### src/sv/lcdnw_pkg.sv
package lcdnw_pkg;

   localparam logic [2:0] OP_INIT    = 3'd0;
   localparam logic [2:0] OP_COMMAND = 3'd1;
   localparam logic [2:0] OP_CHAR    = 3'd2;
   localparam logic [2:0] OP_GOTO    = 3'd3;
   localparam logic [2:0] OP_NUMBER  = 3'd4;

   localparam int STEP_W = 4;
   localparam int DIGITS = 5;
   localparam int DIGIT_CNT_W = $clog2(DIGITS + 1);

   localparam logic [STEP_W-1:0] ENTRY_INIT    = 4'd0;
   localparam logic [STEP_W-1:0] ENTRY_COMMAND = 4'd7;
   localparam logic [STEP_W-1:0] ENTRY_CHAR    = 4'd9;
   localparam logic [STEP_W-1:0] ENTRY_NUMBER  = 4'd11;
   localparam logic [STEP_W-1:0] STEP_POP      = 4'd12;
   localparam logic [STEP_W-1:0] STEP_NONE     = 4'd0;

   localparam logic [3:0]  ASCII_DIGIT_HIGH = 4'h3;
   localparam logic [1:0]  GOTO_ADDR_SET    = 2'b10;
   localparam logic [31:0] DIV10_RECIP      = 32'd52429;
   localparam int          DIV10_SHIFT      = 19;

   typedef enum logic [1:0] {
      SRC_CONST = 2'd0,
      SRC_HIGH  = 2'd1,
      SRC_LOW   = 2'd2
   } nib_src_type;

   typedef enum logic [1:0] {
      LAST_NO        = 2'd0,
      LAST_YES       = 2'd1,
      LAST_IF_UNCONF = 2'd2,
      LAST_IF_EMPTY  = 2'd3
   } last_sel_type;

   typedef enum logic [1:0] {
      ACT_NONE    = 2'd0,
      ACT_DIVIDE  = 2'd1,
      ACT_POP     = 2'd2,
      ACT_SET_CFG = 2'd3
   } act_type;

   typedef enum logic [2:0] {
      COND_NEXT          = 3'd0,
      COND_END           = 3'd1,
      COND_END_IF_UNCONF = 3'd2,
      COND_LOOP_IF_QUOT  = 3'd3,
      COND_LOOP_IF_DIGIT = 3'd4
   } cond_type;

   typedef struct packed {
      logic              emit;
      nib_src_type       src;
      logic [3:0]        const_nib;
      logic              rs;
      last_sel_type      last_sel;
      act_type           act;
      cond_type          cond;
      logic [STEP_W-1:0] target;
   } ucode_type;

   typedef struct packed {
      logic configured;
      logic quot_nz;
      logic digits_nz;
   } status_type;

   function automatic ucode_type mk(input logic emit, input nib_src_type src,
                                    input logic [3:0] const_nib, input logic rs,
                                    input last_sel_type last_sel, input act_type act,
                                    input cond_type cond, input logic [STEP_W-1:0] target);
      ucode_type w;
      w.emit      = emit;
      w.src       = src;
      w.const_nib = const_nib;
      w.rs        = rs;
      w.last_sel  = last_sel;
      w.act       = act;
      w.cond      = cond;
      w.target    = target;
      return w;
   endfunction

   // Microprogram: init, command/goto, character, then the decimal number loops.
   function automatic ucode_type ucode(input logic [STEP_W-1:0] addr);
      ucode_type w;
      case (addr)
         4'd0:    w = mk(1'b1, SRC_CONST, 4'h2, 1'b0, LAST_NO, ACT_NONE, COND_NEXT, STEP_NONE);
         4'd1:    w = mk(1'b1, SRC_CONST, 4'h2, 1'b0, LAST_NO, ACT_NONE, COND_NEXT, STEP_NONE);
         4'd2:    w = mk(1'b1, SRC_CONST, 4'h8, 1'b0, LAST_NO, ACT_NONE, COND_NEXT, STEP_NONE);
         4'd3:    w = mk(1'b1, SRC_CONST, 4'h0, 1'b0, LAST_NO, ACT_NONE, COND_NEXT, STEP_NONE);
         4'd4:    w = mk(1'b1, SRC_CONST, 4'hC, 1'b0, LAST_NO, ACT_NONE, COND_NEXT, STEP_NONE);
         4'd5:    w = mk(1'b1, SRC_CONST, 4'h0, 1'b0, LAST_NO, ACT_NONE, COND_NEXT, STEP_NONE);
         4'd6:    w = mk(1'b1, SRC_CONST, 4'h1, 1'b0, LAST_YES, ACT_SET_CFG, COND_END,
                         STEP_NONE);
         4'd7:    w = mk(1'b1, SRC_HIGH, 4'h0, 1'b0, LAST_IF_UNCONF, ACT_NONE,
                         COND_END_IF_UNCONF, STEP_NONE);
         4'd8:    w = mk(1'b1, SRC_LOW, 4'h0, 1'b0, LAST_YES, ACT_NONE, COND_END, STEP_NONE);
         4'd9:    w = mk(1'b1, SRC_HIGH, 4'h0, 1'b1, LAST_NO, ACT_NONE, COND_NEXT, STEP_NONE);
         4'd10:   w = mk(1'b1, SRC_LOW, 4'h0, 1'b1, LAST_YES, ACT_NONE, COND_END, STEP_NONE);
         4'd11:   w = mk(1'b0, SRC_CONST, 4'h0, 1'b0, LAST_NO, ACT_DIVIDE, COND_LOOP_IF_QUOT,
                         ENTRY_NUMBER);
         4'd12:   w = mk(1'b0, SRC_CONST, 4'h0, 1'b0, LAST_NO, ACT_POP, COND_NEXT, STEP_NONE);
         4'd13:   w = mk(1'b1, SRC_HIGH, 4'h0, 1'b1, LAST_NO, ACT_NONE, COND_NEXT, STEP_NONE);
         4'd14:   w = mk(1'b1, SRC_LOW, 4'h0, 1'b1, LAST_IF_EMPTY, ACT_NONE,
                         COND_LOOP_IF_DIGIT, STEP_POP);
         default: w = mk(1'b0, SRC_CONST, 4'h0, 1'b0, LAST_NO, ACT_NONE, COND_END, STEP_NONE);
      endcase
      return w;
   endfunction

endpackage

### src/sv/lcdnw_div10.sv
module lcdnw_div10 (
   input  logic [15:0] value,
   output logic [15:0] quotient,
   output logic [3:0]  remainder
);

   logic [31:0] product;
   logic [15:0] times_ten;
   logic [15:0] diff;

   assign product   = 32'(value) * lcdnw_pkg::DIV10_RECIP;
   assign quotient  = 16'(product >> lcdnw_pkg::DIV10_SHIFT);
   assign times_ten = {quotient[12:0], 3'b000} + {quotient[14:0], 1'b0};
   assign diff      = value - times_ten;
   assign remainder = diff[3:0];

endmodule

### src/sv/lcdnw_sequencer.sv
module lcdnw_sequencer (
   input  logic                             clock,
   input  logic                             reset,
   input  logic                             start,
   input  logic [lcdnw_pkg::STEP_W-1:0]     entry,
   input  logic                             advance,
   input  lcdnw_pkg::status_type            status,
   output logic                             busy,
   output lcdnw_pkg::ucode_type             ctrl
);

   logic [lcdnw_pkg::STEP_W-1:0] step_ff;
   logic [lcdnw_pkg::STEP_W-1:0] step_in;
   logic                         busy_ff;
   logic                         busy_in;
   logic [lcdnw_pkg::STEP_W-1:0] step_next;

   assign ctrl      = lcdnw_pkg::ucode(step_ff);
   assign busy      = busy_ff;
   assign step_next = step_ff + 1'b1;

   always_comb begin
      step_in = step_ff;
      busy_in = busy_ff;
      if (start) begin
         step_in = entry;
         busy_in = 1'b1;
      end else if (advance) begin
         case (ctrl.cond)
            lcdnw_pkg::COND_NEXT: begin
               step_in = step_next;
            end
            lcdnw_pkg::COND_END: begin
               busy_in = 1'b0;
            end
            lcdnw_pkg::COND_END_IF_UNCONF: begin
               if (status.configured) step_in = step_next;
               else busy_in = 1'b0;
            end
            lcdnw_pkg::COND_LOOP_IF_QUOT: begin
               step_in = status.quot_nz ? ctrl.target : step_next;
            end
            lcdnw_pkg::COND_LOOP_IF_DIGIT: begin
               if (status.digits_nz) step_in = ctrl.target;
               else busy_in = 1'b0;
            end
            default: begin
               busy_in = 1'b0;
            end
         endcase
      end
   end

   always_ff @(posedge clock) begin
      if (reset) begin
         busy_ff <= 1'b0;
         step_ff <= '0;
      end else begin
         busy_ff <= busy_in;
         step_ff <= step_in;
      end
   end

endmodule

### src/sv/char_lcd_nibble_write_sequencer.sv
// Channel  Direction  Ports                                            Handshake
// req      in         req_opcode, req_byte_value, req_row, req_col,    req_valid/req_ready
//                     req_number
// rsp      out        rsp_reg_select, rsp_nibble, rsp_last             rsp_valid/rsp_ready
//
// One word is taken at a time; req_ready is high whenever no microprogram is running.
// The microprogram emits at most one nibble word per cycle into the output register.
// Init sends a fixed nibble sequence; a command or goto sends its high nibble and, once
// configured, its low one; a character sends both nibbles; a number runs one divide step
// per digit, then per digit one pop step and two nibbles.
// Reset clears the configured flag and the sequencer; a stalled output freezes the step.
module char_lcd_nibble_write_sequencer (
   input  logic        clock,
   input  logic        reset,
   input  logic        req_valid,
   output logic        req_ready,
   input  logic [2:0]  req_opcode,
   input  logic [7:0]  req_byte_value,
   input  logic        req_row,
   input  logic [5:0]  req_col,
   input  logic [15:0] req_number,
   output logic        rsp_valid,
   input  logic        rsp_ready,
   output logic        rsp_reg_select,
   output logic [3:0]  rsp_nibble,
   output logic        rsp_last
);

   localparam int CW = lcdnw_pkg::DIGIT_CNT_W;
   localparam int ND = lcdnw_pkg::DIGITS;

   lcdnw_pkg::ucode_type         ctrl;
   lcdnw_pkg::status_type        status;
   logic                         busy;
   logic                         start;
   logic                         start_ok;
   logic                         advance;
   logic [lcdnw_pkg::STEP_W-1:0] entry;
   logic [7:0]                   load_byte;

   logic                         configured_ff;
   logic [7:0]                   byte_ff;
   logic [15:0]                  value_ff;
   logic [CW-1:0]                ndig_ff;
   logic [3:0]                   digit_ff [ND];
   logic                         rsp_valid_ff;
   logic                         rsp_rs_ff;
   logic [3:0]                   rsp_nibble_ff;
   logic                         rsp_last_ff;

   logic [15:0]                  quotient;
   logic [3:0]                   remainder;
   logic [3:0]                   nib_sel;
   logic                         last_sel;

   lcdnw_div10 u_div10 (
      .value     (value_ff),
      .quotient  (quotient),
      .remainder (remainder)
   );

   lcdnw_sequencer u_seq (
      .clock   (clock),
      .reset   (reset),
      .start   (start),
      .entry   (entry),
      .advance (advance),
      .status  (status),
      .busy    (busy),
      .ctrl    (ctrl)
   );

   assign status.configured = configured_ff;
   assign status.quot_nz    = (quotient != 16'd0);
   assign status.digits_nz  = (ndig_ff != '0);

   assign req_ready = !busy;
   assign start     = req_valid && req_ready && start_ok;
   assign advance   = busy && (!ctrl.emit || !rsp_valid_ff || rsp_ready);

   always_comb begin
      entry     = lcdnw_pkg::ENTRY_INIT;
      start_ok  = 1'b1;
      load_byte = req_byte_value;
      case (req_opcode)
         lcdnw_pkg::OP_INIT:    entry = lcdnw_pkg::ENTRY_INIT;
         lcdnw_pkg::OP_COMMAND: entry = lcdnw_pkg::ENTRY_COMMAND;
         lcdnw_pkg::OP_CHAR:    entry = lcdnw_pkg::ENTRY_CHAR;
         lcdnw_pkg::OP_GOTO: begin
            entry     = lcdnw_pkg::ENTRY_COMMAND;
            load_byte = {1'b1, req_row, req_col} | {lcdnw_pkg::GOTO_ADDR_SET, 6'd0};
         end
         lcdnw_pkg::OP_NUMBER:  entry = lcdnw_pkg::ENTRY_NUMBER;
         default:               start_ok = 1'b0;
      endcase
   end

   always_comb begin
      case (ctrl.src)
         lcdnw_pkg::SRC_CONST: nib_sel = ctrl.const_nib;
         lcdnw_pkg::SRC_HIGH:  nib_sel = byte_ff[7:4];
         lcdnw_pkg::SRC_LOW:   nib_sel = byte_ff[3:0];
         default:              nib_sel = ctrl.const_nib;
      endcase
      case (ctrl.last_sel)
         lcdnw_pkg::LAST_YES:       last_sel = 1'b1;
         lcdnw_pkg::LAST_IF_UNCONF: last_sel = !configured_ff;
         lcdnw_pkg::LAST_IF_EMPTY:  last_sel = (ndig_ff == '0);
         default:                   last_sel = 1'b0;
      endcase
   end

   // Digits form a small stack: divide steps push the low digit, pops read the newest.
   always_ff @(posedge clock) begin
      if (reset) begin
         configured_ff <= 1'b0;
         rsp_valid_ff  <= 1'b0;
         ndig_ff       <= '0;
      end else begin
         if (start) begin
            byte_ff  <= load_byte;
            value_ff <= req_number;
            ndig_ff  <= '0;
         end else if (advance) begin
            case (ctrl.act)
               lcdnw_pkg::ACT_DIVIDE: begin
                  value_ff    <= quotient;
                  ndig_ff     <= ndig_ff + 1'b1;
                  digit_ff[0] <= remainder;
                  for (int i = 1; i < ND; i++) digit_ff[i] <= digit_ff[i-1];
               end
               lcdnw_pkg::ACT_POP: begin
                  byte_ff <= {lcdnw_pkg::ASCII_DIGIT_HIGH, digit_ff[0]};
                  ndig_ff <= ndig_ff - 1'b1;
                  for (int i = 0; i < ND - 1; i++) digit_ff[i] <= digit_ff[i+1];
               end
               lcdnw_pkg::ACT_SET_CFG: begin
                  configured_ff <= 1'b1;
               end
               default: begin
               end
            endcase
         end
         if (advance && ctrl.emit) begin
            rsp_valid_ff  <= 1'b1;
            rsp_rs_ff     <= ctrl.rs;
            rsp_nibble_ff <= nib_sel;
            rsp_last_ff   <= last_sel;
         end else if (rsp_ready) begin
            rsp_valid_ff <= 1'b0;
         end
      end
   end

   assign rsp_valid      = rsp_valid_ff;
   assign rsp_reg_select = rsp_rs_ff;
   assign rsp_nibble     = rsp_nibble_ff;
   assign rsp_last       = rsp_last_ff;

   a_digit_count: assert property (@(posedge clock) disable iff (reset)
      ndig_ff <= CW'(ND))
      else $error("digit count exceeds stack depth");

   a_pop_nonempty: assert property (@(posedge clock) disable iff (reset)
      (busy && ctrl.act == lcdnw_pkg::ACT_POP) |-> (ndig_ff != '0))
      else $error("digit pop from empty stack");

   a_cfg_sticky: assert property (@(posedge clock) disable iff (reset)
      configured_ff |=> configured_ff)
      else $error("configured flag cleared without reset");

   a_start_clean: assert property (@(posedge clock) disable iff (reset)
      $rose(busy) |-> (ndig_ff == '0))
      else $error("digit stack not empty at program start");

endmodule
### config.mk
export PLATFORM = sky130hd
export DESIGN_NAME = char_lcd_nibble_write_sequencer
export DESIGN_NICKNAME = d
export VERILOG_FILES = /design/src/sv/lcdnw_pkg.sv /design/src/sv/lcdnw_div10.sv /design/src/sv/lcdnw_sequencer.sv /design/src/sv/char_lcd_nibble_write_sequencer.sv
export SDC_FILE = /design/constraint.sdc
export NUM_CORES = 1
export LEC_CHECK = 0
export ABC_AREA = 1
export BUFFER_PORTS_ARGS = -buffer_cell sky130_fd_sc_hd__clkbuf_2
export CORE_MARGIN = 10
export CORE_UTILIZATION = 64
export DETAILED_ROUTE_END_ITERATION = 7
export PLACE_DENSITY = 0.81
export SLEW_MARGIN = 0
export SYNTH_ARGS = -nofsm -noshare
export SYNTH_HDL_FRONTEND = slang
export SYNTH_HIERARCHICAL = 1
export SYNTH_SLANG_ARGS = --single-unit
### constraint.sdc
create_clock -name clock -period 6.5 [get_ports clock]
set_input_delay 1.95 -clock clock [delete_from_list [all_inputs] [get_ports clock]]
set_output_delay 1.95 -clock clock [all_outputs]
set_load 0.1 [all_outputs]
==> metrics.txt, run 1 <==
Setup WS post-layout 0.0554 ns; global-route track usage on met2 42.2%; R2R setup slack 0.06 ns; Worst EP required 6.78 ns; gr ovfl total 0; TritonCTS buffer count 9; Finished Cell Area 0.0107 sq mm; first-pass GRT wire length 37400 microns; Detail Route Antenna Nets 0; critical path capture point type register; Final setup viols 0; Die Height 139 microns; GPL Wtd Cong 0.965; drt drc 0; vias per cell 5.52; # placed instances 1334; Post-Synthesis Cells 1078; Critical Path Start Type register; CTS tree yes; share of cells above drive strength 1 22.1%; Area Overhead vs Synth 18.8%; busiest grt layer met2; Final HPWL DP 19200 microns; port buffer count 45; slowest stage cell, crit path fa_2; initial core utilization 65.3%; drt wl/cell 18.0 microns; final non-filler cell total 1377; drt initial violations 454; met3 Track Usage GR 2.98%; Ys Warns 6; Slew headroom 31.9%; clock root buffer clkbuf_16; Pins Over Slew Limit 0; Tightest Pin Transition 1.02 ns; Nets 1450; Crit Path Max Fanout 6; Mean Syn Cell Area 8.37 sq um; dpl ws -0.296 ns; fin crit period 6.44 ns; die area 0.0192 sq mm; clk_skew 0.00450 ns; Achievable Freq 0.155 GHz; worst min-delay path class reg2reg; clock tree buffer depth 2; number of global-route vias before repair 7677; placed inst area 0.00968 sq mm; clock latency on the worst-skew pair 0.33 ns; # clock sinks 77; met1 GRT Util 27.6%; hold-fix buffers at CTS 0; Die Width 139 microns; maximum number of pins on one net before global-route repair 35; Max Cap Violations 0; drt first pass iters 5; Fin. Hold Viols 0; Hold WS 0.405 ns; number of fillers in the final layout 909; initial antenna violation count 0; register area 0.00204 sq mm; final wirelength 24800 microns; via count 7598; Mapped Area 0.00902 sq mm; Largest stage delay, worst path 0.60 ns; # rows 43; status finished, final reports clean; area of the multi-input gates 0.00644 sq mm; CP Data Arrival Time 6.73 ns; # diodes 0; # IOs 46; H-tree depth 3; Total GRT Usage 23.9%; Final Cycle Share 99.1%; Core Region 0.0138 sq mm; worst setup path class reg2reg; clk slew on worst S/H paths 0.06 ns
## path summary, 6_finish.rpt
path / start / end / cells after the start
worst max-delay path: value_ff[7]$_DFFE_PP_ / u_seq/ctrl[10]$_DFF_P_ / 30
worst min-delay path: u_seq/ctrl[11]$_SDFF_PN0_ / rsp_reg_select$_DFFE_PP_ / 0
worst max register to register: value_ff[7]$_DFFE_PP_ / u_seq/ctrl[10]$_DFF_P_ / 30
worst min register to register: u_seq/ctrl[11]$_SDFF_PN0_ / rsp_reg_select$_DFFE_PP_ / 0
## per-layer routing
layer  share of wire [%]  up-vias
met5                   0        -
met4                 5.4        0
met3                 4.8       91
met2                  51      329
met1                  38     3554
li1                    -     3624
## per-stage QoR
step | setup TNS [ns] | util (%)
5_1_grt | -2.06 | 77.5
4_1_cts | 0 | 73.7
3_5_place_dp | -4.35 | 70.0
3_3_place_gp | -2.14 | 70.0
6_report | 0 | 77.5
2_1_floorplan | 0 | -
## timing repair
| item | CTS | global route |
|---|---|---|
| gates resized for setup | 19 | 79 |
| buffers inserted | 12 | 14 |
| setup endpoints to repair | 21 | 21 |
| cloned | 1 | 0 |
| pin swaps | 8 | 41 |
## worst max-delay path, delay by kind of cell, from the launching register on
kind | cells | cell delay, ns
fa+ha+maj | 7 | 3.22
simple gates | 17 | 2.02
flops | 1 | 0.51
buf+inv | 4 | 0.38
xor+xnor | 1 | 0.18
compound gates | 1 | 0.08
## final cells by class
cell class,count,share of cell area [%]
clock inverter,7,0.736
clock buffer,9,2.10
tap,180,2.10
multi-input combinational,736,60.1
inverter,256,8.99
timing repair buffer,112,6.87
sequential,77,19.1
## flip-flops by register name, indices dropped and copies added (netlist names)
name,cells
rsp_reg_select,1
u_seq/ctrl,17
rsp_nibble,4
ndig_ff,3
u_seq/busy,1
rsp_valid,1
u_seq/step_ff,4
digit_ff,20
configured_ff,1
rsp_last,1
byte_ff,8
value_ff,16
## cells in the final DEF (no fill, tap or decap), drive strengths merged
cell	count
nand3	55
clkinv	2
xnor2	8
bufinv	1
dfxtp	27
clkbuf	54
nor3	10
o221ai	1
inv	260
xor2	12
or2	2
a21o	4
buf	67
o31ai	1
conb	3
nor2	73
nand3b	1
edfxtp	50
o21ai	35
ha	139
nor4	4
nand2	230
o21bai	1
and3	1
a21oi	60
fa	81
a22oi	1
a31oi	2
o211ai	2
nand4	10
Power of run 1 is not shown: default switching activity piles up to over one toggle a cycle in this logic, so the estimate is an artifact.
==> run 2: changes to the inputs <==
--- a/config.mk
+++ b/config.mk
@@ -8,9 +8,10 @@
 export ABC_AREA = 1
 export BUFFER_PORTS_ARGS = -buffer_cell sky130_fd_sc_hd__clkbuf_2
 export CORE_MARGIN = 10
-export CORE_UTILIZATION = 64
+export CORE_UTILIZATION = 65
+export CTS_BUF_LIST = sky130_fd_sc_hd__clkbuf_4
 export DETAILED_ROUTE_END_ITERATION = 7
-export PLACE_DENSITY = 0.81
+export PLACE_DENSITY = 0.82
 export SLEW_MARGIN = 0
 export SYNTH_ARGS = -nofsm -noshare
 export SYNTH_HDL_FRONTEND = slang
==> run 2 against run 1 <==
Against the previous run:
- the flow now finishes with violations (negative setup slack)
- sequential cell count unchanged
- design area fell by 0.93%
- via count grew 1.2%
- core utilization grew 1.7 points
- maximum frequency is 3.0% lower
- die area is 1.3% lower
- final cell count shrank 0.29%
- sequential share of layout area rose by 0.18 points
- global-route usage is 0.75 points higher
- non-clock buffer count did not move
- wire length rose by 2.7%
- first-iteration DRC count increased by 36%
- critical endpoint is now u_seq/ctrl[11]$_SDFF_PN0_
- largest cell class unchanged
==> metrics.txt, run 2 (synthesis gave the netlist of run 1 again) <==
Fin. Hold Viols 0; worst min-delay path class reg2reg; violated checks negative setup slack; port buffer count 45; maximum number of pins on one net before global-route repair 35; Achievable Freq 0.151 GHz; final non-filler cell total 1373; Final Cycle Share 102%; Pins Over Slew Limit 0; cell depth of the worst flop-to-flop path 29; CP Data Arrival Time 7.00 ns; # placed instances 1321; number of global-route vias before repair 7408; slowest stage cell, crit path edfxtp_1; RR Endpoint u_seq/ctrl[11]$_SDFF_PN0_; critical path capture point type register; worst setup path class reg2reg; final wirelength 25400 microns; GPL Wtd Cong 1.01; clock tree buffer depth 2; TritonCTS buffer count 9; gr ovfl total 0; initial core utilization 67.3%; Die Width 138 microns; Setup crit end u_seq/ctrl[11]$_SDFF_PN0_; Worst EP required 6.86 ns; H-tree depth 3; Tightest Pin Transition 0.771 ns; clk_skew 0.0260 ns; number of fillers in the final layout 907; first-pass GRT wire length 36300 microns; fin crit period 6.64 ns; # rows 42; Nets 1449; Largest stage delay, worst path 0.53 ns; commonest non-fill, non-tap cell in the layout inv_1; Critical Path Start Type register; status finished, violations left; RSZ-0062 raised after global routing true; most used cell, CP fa_1; Slew headroom 48.6%; vias per cell 5.60; Biggest register digit_ff; max reg flops 20; # IOs 46; drt drc 0; clock root buffer clkbuf_4; via count 7690; Total GRT Usage 24.6%; Final HPWL DP 19000 microns; # clock sinks 77; drt wl/cell 18.5 microns; worst setup path startpoint value_ff[5]$_DFFE_PP_; most frequent cells in the layout inv_1, nand2_1, ha_1; initial antenna violation count 1; Setup WS post-layout -0.142 ns; Detail Route Antenna Nets 0; Core Region 0.0134 sq mm; share of cells above drive strength 1 24.1%; Worst R2R Start value_ff[5]$_DFFE_PP_; Die Height 138 microns; R2R setup slack -0.14 ns; clk slew on worst S/H paths 0.15 ns; Final setup viols 17; Crit Path Max Fanout 7; Max Cap Violations 0; CTS tree yes; Area Overhead vs Synth 17.7%; drt initial violations 617; die area 0.0190 sq mm; clock latency on the worst-skew pair 0.46 ns; drt first pass iters 5
[run 2: timing repair]
item,4_1_cts,5_1_grt
gates resized for setup,6,125
setup endpoints to repair,17,21
hold endpoints to repair,0,0
setup buffers,2,33
hold buffers,0,0
pin swaps,1,63
[run 2: area by class of cell]
class                   count  area (sq um)  area share (%)
inverters                 256           966            9.10
multi-input cells         735          6520            61.4
diodes                      1          2.50          0.0236
repair buffers            112           747            7.04
flip-flops and latches     77          2040            19.2
clock inverters             7          53.8           0.507
well taps                 176           220            2.07
clock buffers               9          67.6           0.636
[run 2: per-stage QoR]
step           util, %  TNS, ns  cell area (sq um)  worst slack, ns  hold WS (ns)
3_3_place_gp      71.7  -0.0250               9610          -0.0116         0.397
3_5_place_dp      71.7   -0.581               9610          -0.0714         0.396
6_report          79.2    -1.79              10600           -0.142         0.429
4_1_cts           73.0        0               9780          0.00270         0.430
5_1_grt           79.2    -4.83              10600           -0.306         0.450
2_1_floorplan        -        0               9030            0.561         0.386
[run 2: per-layer routing]
layer  up-vias  global-route usage [%]  wire length (microns)
li1       3610                       -                      -
met1      3613                    30.3                   9880
met2       362                    42.8                  12600
met3       105                    3.57                   1520
met4         0                    9.39                   1400
met5         -                       0                      0
[run 2: worst min path at each step]
stage	cells past startpoint	slack, ns	start	endpoint
finish	0	0.43	u_seq/ctrl[11]$_SDFF_PN0_	rsp_reg_select$_DFFE_PP_
global route	0	0.45	u_seq/ctrl[11]$_SDFF_PN0_	rsp_reg_select$_DFFE_PP_
CTS	0	0.43	u_seq/ctrl[11]$_SDFF_PN0_	rsp_reg_select$_DFFE_PP_
detailed placement	0	0.40	u_seq/ctrl[11]$_SDFF_PN0_	rsp_reg_select$_DFFE_PP_
global placement	0	0.40	u_seq/ctrl[11]$_SDFF_PN0_	rsp_reg_select$_DFFE_PP_
floorplan	0	0.39	u_seq/ctrl[11]$_SDFF_PN0_	rsp_reg_select$_DFFE_PP_
[run 2: critical path, delay by kind of cell, from the launching register on]
family / cells / cell delay [ns]
AO/OA/AOI/OAI: 1 / 0.14
buffers and inverters: 5 / 0.52
AND/OR/NAND/NOR: 16 / 2.12
adder cells (fa/ha/maj): 7 / 3.22
flip-flops: 1 / 0.53
Power of run 2 is left out for the same reason.
==> run 3: changes to the inputs <==
--- a/config.mk
+++ b/config.mk
@@ -8,12 +8,11 @@
 export ABC_AREA = 1
 export BUFFER_PORTS_ARGS = -buffer_cell sky130_fd_sc_hd__clkbuf_2
 export CORE_MARGIN = 10
-export CORE_UTILIZATION = 65
+export CORE_UTILIZATION = 59
 export CTS_BUF_LIST = sky130_fd_sc_hd__clkbuf_4
 export DETAILED_ROUTE_END_ITERATION = 7
-export PLACE_DENSITY = 0.82
+export PLACE_DENSITY = 0.78
 export SLEW_MARGIN = 0
 export SYNTH_ARGS = -nofsm -noshare
 export SYNTH_HDL_FRONTEND = slang
-export SYNTH_HIERARCHICAL = 1
 export SYNTH_SLANG_ARGS = --single-unit
==> constraint.sdc (replaced) <==
create_clock -name clock -period 5.6 [get_ports clock]
set_input_delay 1.68 -clock clock [delete_from_list [all_inputs] [get_ports clock]]
set_output_delay 1.68 -clock clock [all_outputs]
set_load 0.1 [all_outputs]
==> run 3 against run 2 <==
Against the previous run:
- the flow still finishes with violations (negative setup slack)
- global-route usage grew 0.26 points
- maximum frequency rose by 7.3%
- worst setup slack worse by 0.45 ns
==> metrics.txt, run 3 <==
status finished, violations left; violated checks negative setup slack; drt initial violations 614; Ys Warns 0; Area Overhead vs Synth 25.3%; Final setup viols 24; drt drc 0; port buffer count 45; met3 Track Usage GR 3.57%; Worst EP required 5.99 ns; most frequent cells in the layout inv_1, nand2_1, buf_4; Achievable Freq 0.162 GHz; cell depth of the worst flop-to-flop path 32; # rows 45; slowest stage cell, crit path fa_1; Main synth FF type edfxtp_1; Synth top cells by count inv_1, nand2_1, ha_1; max reg flops 20; hold path depth 0; Core Region 0.0152 sq mm; Die Height 144 microns; busiest grt layer met2; worst min-delay path class reg2reg; Post-Synthesis Cells 1155; most frequent cell after synthesis inv_1; Final Util 75.3%; most used cell, CP nand2_2; initial antenna violation count 1; Largest stage delay, worst path 0.56 ns; Synth top area share 19.6%; Post-synth ARST share 0%; Critical Path Start Type register; post-synthesis sequential area ratio 22.3%; TritonCTS buffer count 9; Tightest Pin Transition 1.00 ns; commonest non-fill, non-tap cell in the layout inv_1; Pins Over Slew Limit 0; number of fillers in the final layout 1077; initial core utilization 60.1%; Biggest register digit_ff; maximum number of pins on one net before global-route repair 34; Detail Route Antenna Nets 0; critical path capture point type register; # clock sinks 77; via count 8140; Max Cap Violations 0; drt first pass iters 5; clock latency on the worst-skew pair 0.46 ns; GPL Wtd Cong 1.00; clock root buffer clkbuf_4; Die Width 144 microns; Synth Register Bits 77; CP Data Arrival Time 6.58 ns; hold-fix buffers at CTS 0; die area 0.0209 sq mm; Final HPWL DP 20700 microns; hold_sp u_seq.ctrl[11]$_SDFF_PN0_; clk slew on worst S/H paths 0.14 ns; clk_skew 0.0360 ns; final wirelength 25800 microns; Mapped Area 0.00914 sq mm; Finished Cell Area 0.0115 sq mm; Worst R2R Start value_ff[6]$_DFFE_PP_; Nets 1598; dpl ws -0.602 ns; worst setup path startpoint value_ff[6]$_DFFE_PP_; Total GRT Usage 24.9%; gr ovfl total 0; Post-synth EDFFs 50; global-route track usage on met2 42.0%; Setup WS post-layout -0.590 ns; RSZ-0062 raised after global routing true; ranking of synthesized cells by area ha_1, fa_1, edfxtp_1, inv_1, nand2_1; Fin. Hold Viols 0; fin crit period 6.19 ns; distinct cell type count after synthesis 39; area leader, netlist ha_1; Mean Syn Cell Area 7.91 sq um; clock tree buffer depth 2; Crit Path Max Fanout 4; H-tree depth 3; number of global-route vias before repair 8059; vias per cell 5.31; first-pass GRT wire length 40400 microns; syn nets 1416; Final Cycle Share 111%; met1 GRT Util 32.7%; placed inst area 0.0106 sq mm; drt wl/cell 16.8 microns; share of cells above drive strength 1 26.2%; CTS tree yes; Slew headroom 33.1%; worst setup path class reg2reg; # IOs 46
==> run 3: area by class of cell <==
| class | instances | area [sq um] | share of cell area (%) |
|---|---|---|---|
| flip-flops and latches | 77 | 2040 | 17.8 |
| clock buffers | 10 | 75.1 | 0.656 |
| well taps | 188 | 235 | 2.05 |
| inverters | 305 | 1150 | 10.1 |
| multi-input cells | 765 | 6580 | 57.5 |
| repair buffers | 179 | 1270 | 11.1 |
| diodes | 2 | 5.00 | 0.0437 |
| clock inverters | 6 | 86.3 | 0.754 |
==> run 3: worst max-delay path, delay by kind of cell (launching register included) <==
family                   cells  cell delay (ns)
adder cells (fa/ha/maj)      7             3.04
AND/OR/NAND/NOR             17             1.56
buffers and inverters        6             0.67
flip-flops                   1             0.54
AO/OA/AOI/OAI                2             0.32
==> run 3: final timing paths <==
path                                             endpoint  slack (ns)
worst max-delay path            u_seq.ctrl[12]$_SDFF_PP0_       -0.59
worst min-delay path             rsp_reg_select$_DFFE_PP_        0.42
worst max register to register  u_seq.ctrl[12]$_SDFF_PP0_       -0.59
worst min register to register   rsp_reg_select$_DFFE_PP_        0.42
==> run 3: per-layer routing <==
layer  vias to the layer above  wire (microns)
li1                       3918               -
met2                       267           12600
met1                      3920           11200
met4                         0             503
met3                        35            1590
met5                         -               0
==> run 3: logic make-up (layout without fill, tap and decap cells) <==
group           Yosys count  in the layout  synth area share (%)
buf+inv                 313            500                  12.9
simple gates            422            422                  19.4
other cells               0              2                     0
compound gates           98             98                  5.98
flops                    77             77                  22.3
xor+xnor                 18             18                  1.81
fa+ha+maj               223            223                  37.1
mux                       4              4                 0.493
==> run 3: timing repair <==
action,4_1_cts,5_1_grt
pin swaps,28,28
resized for setup,54,62
gates cloned,0,0
endpoints found under the setup margin,23,24
buffers inserted,24,10
==> run 3: metrics by stage <==
| step | TNS, ns | instances | hold WS, ns |
|---|---|---|---|
| 2_1_floorplan | -0.276 | 1155 | 0.386 |
| 3_3_place_gp | -8.45 | 1481 | 0.390 |
| 3_5_place_dp | -9.80 | 1481 | 0.389 |
| 4_1_cts | -5.36 | 1521 | 0.421 |
| 5_1_grt | -15.65 | 1532 | 0.444 |
| 6_report | -10.89 | 1532 | 0.421 |
Power of run 3 is left out for the same reason.
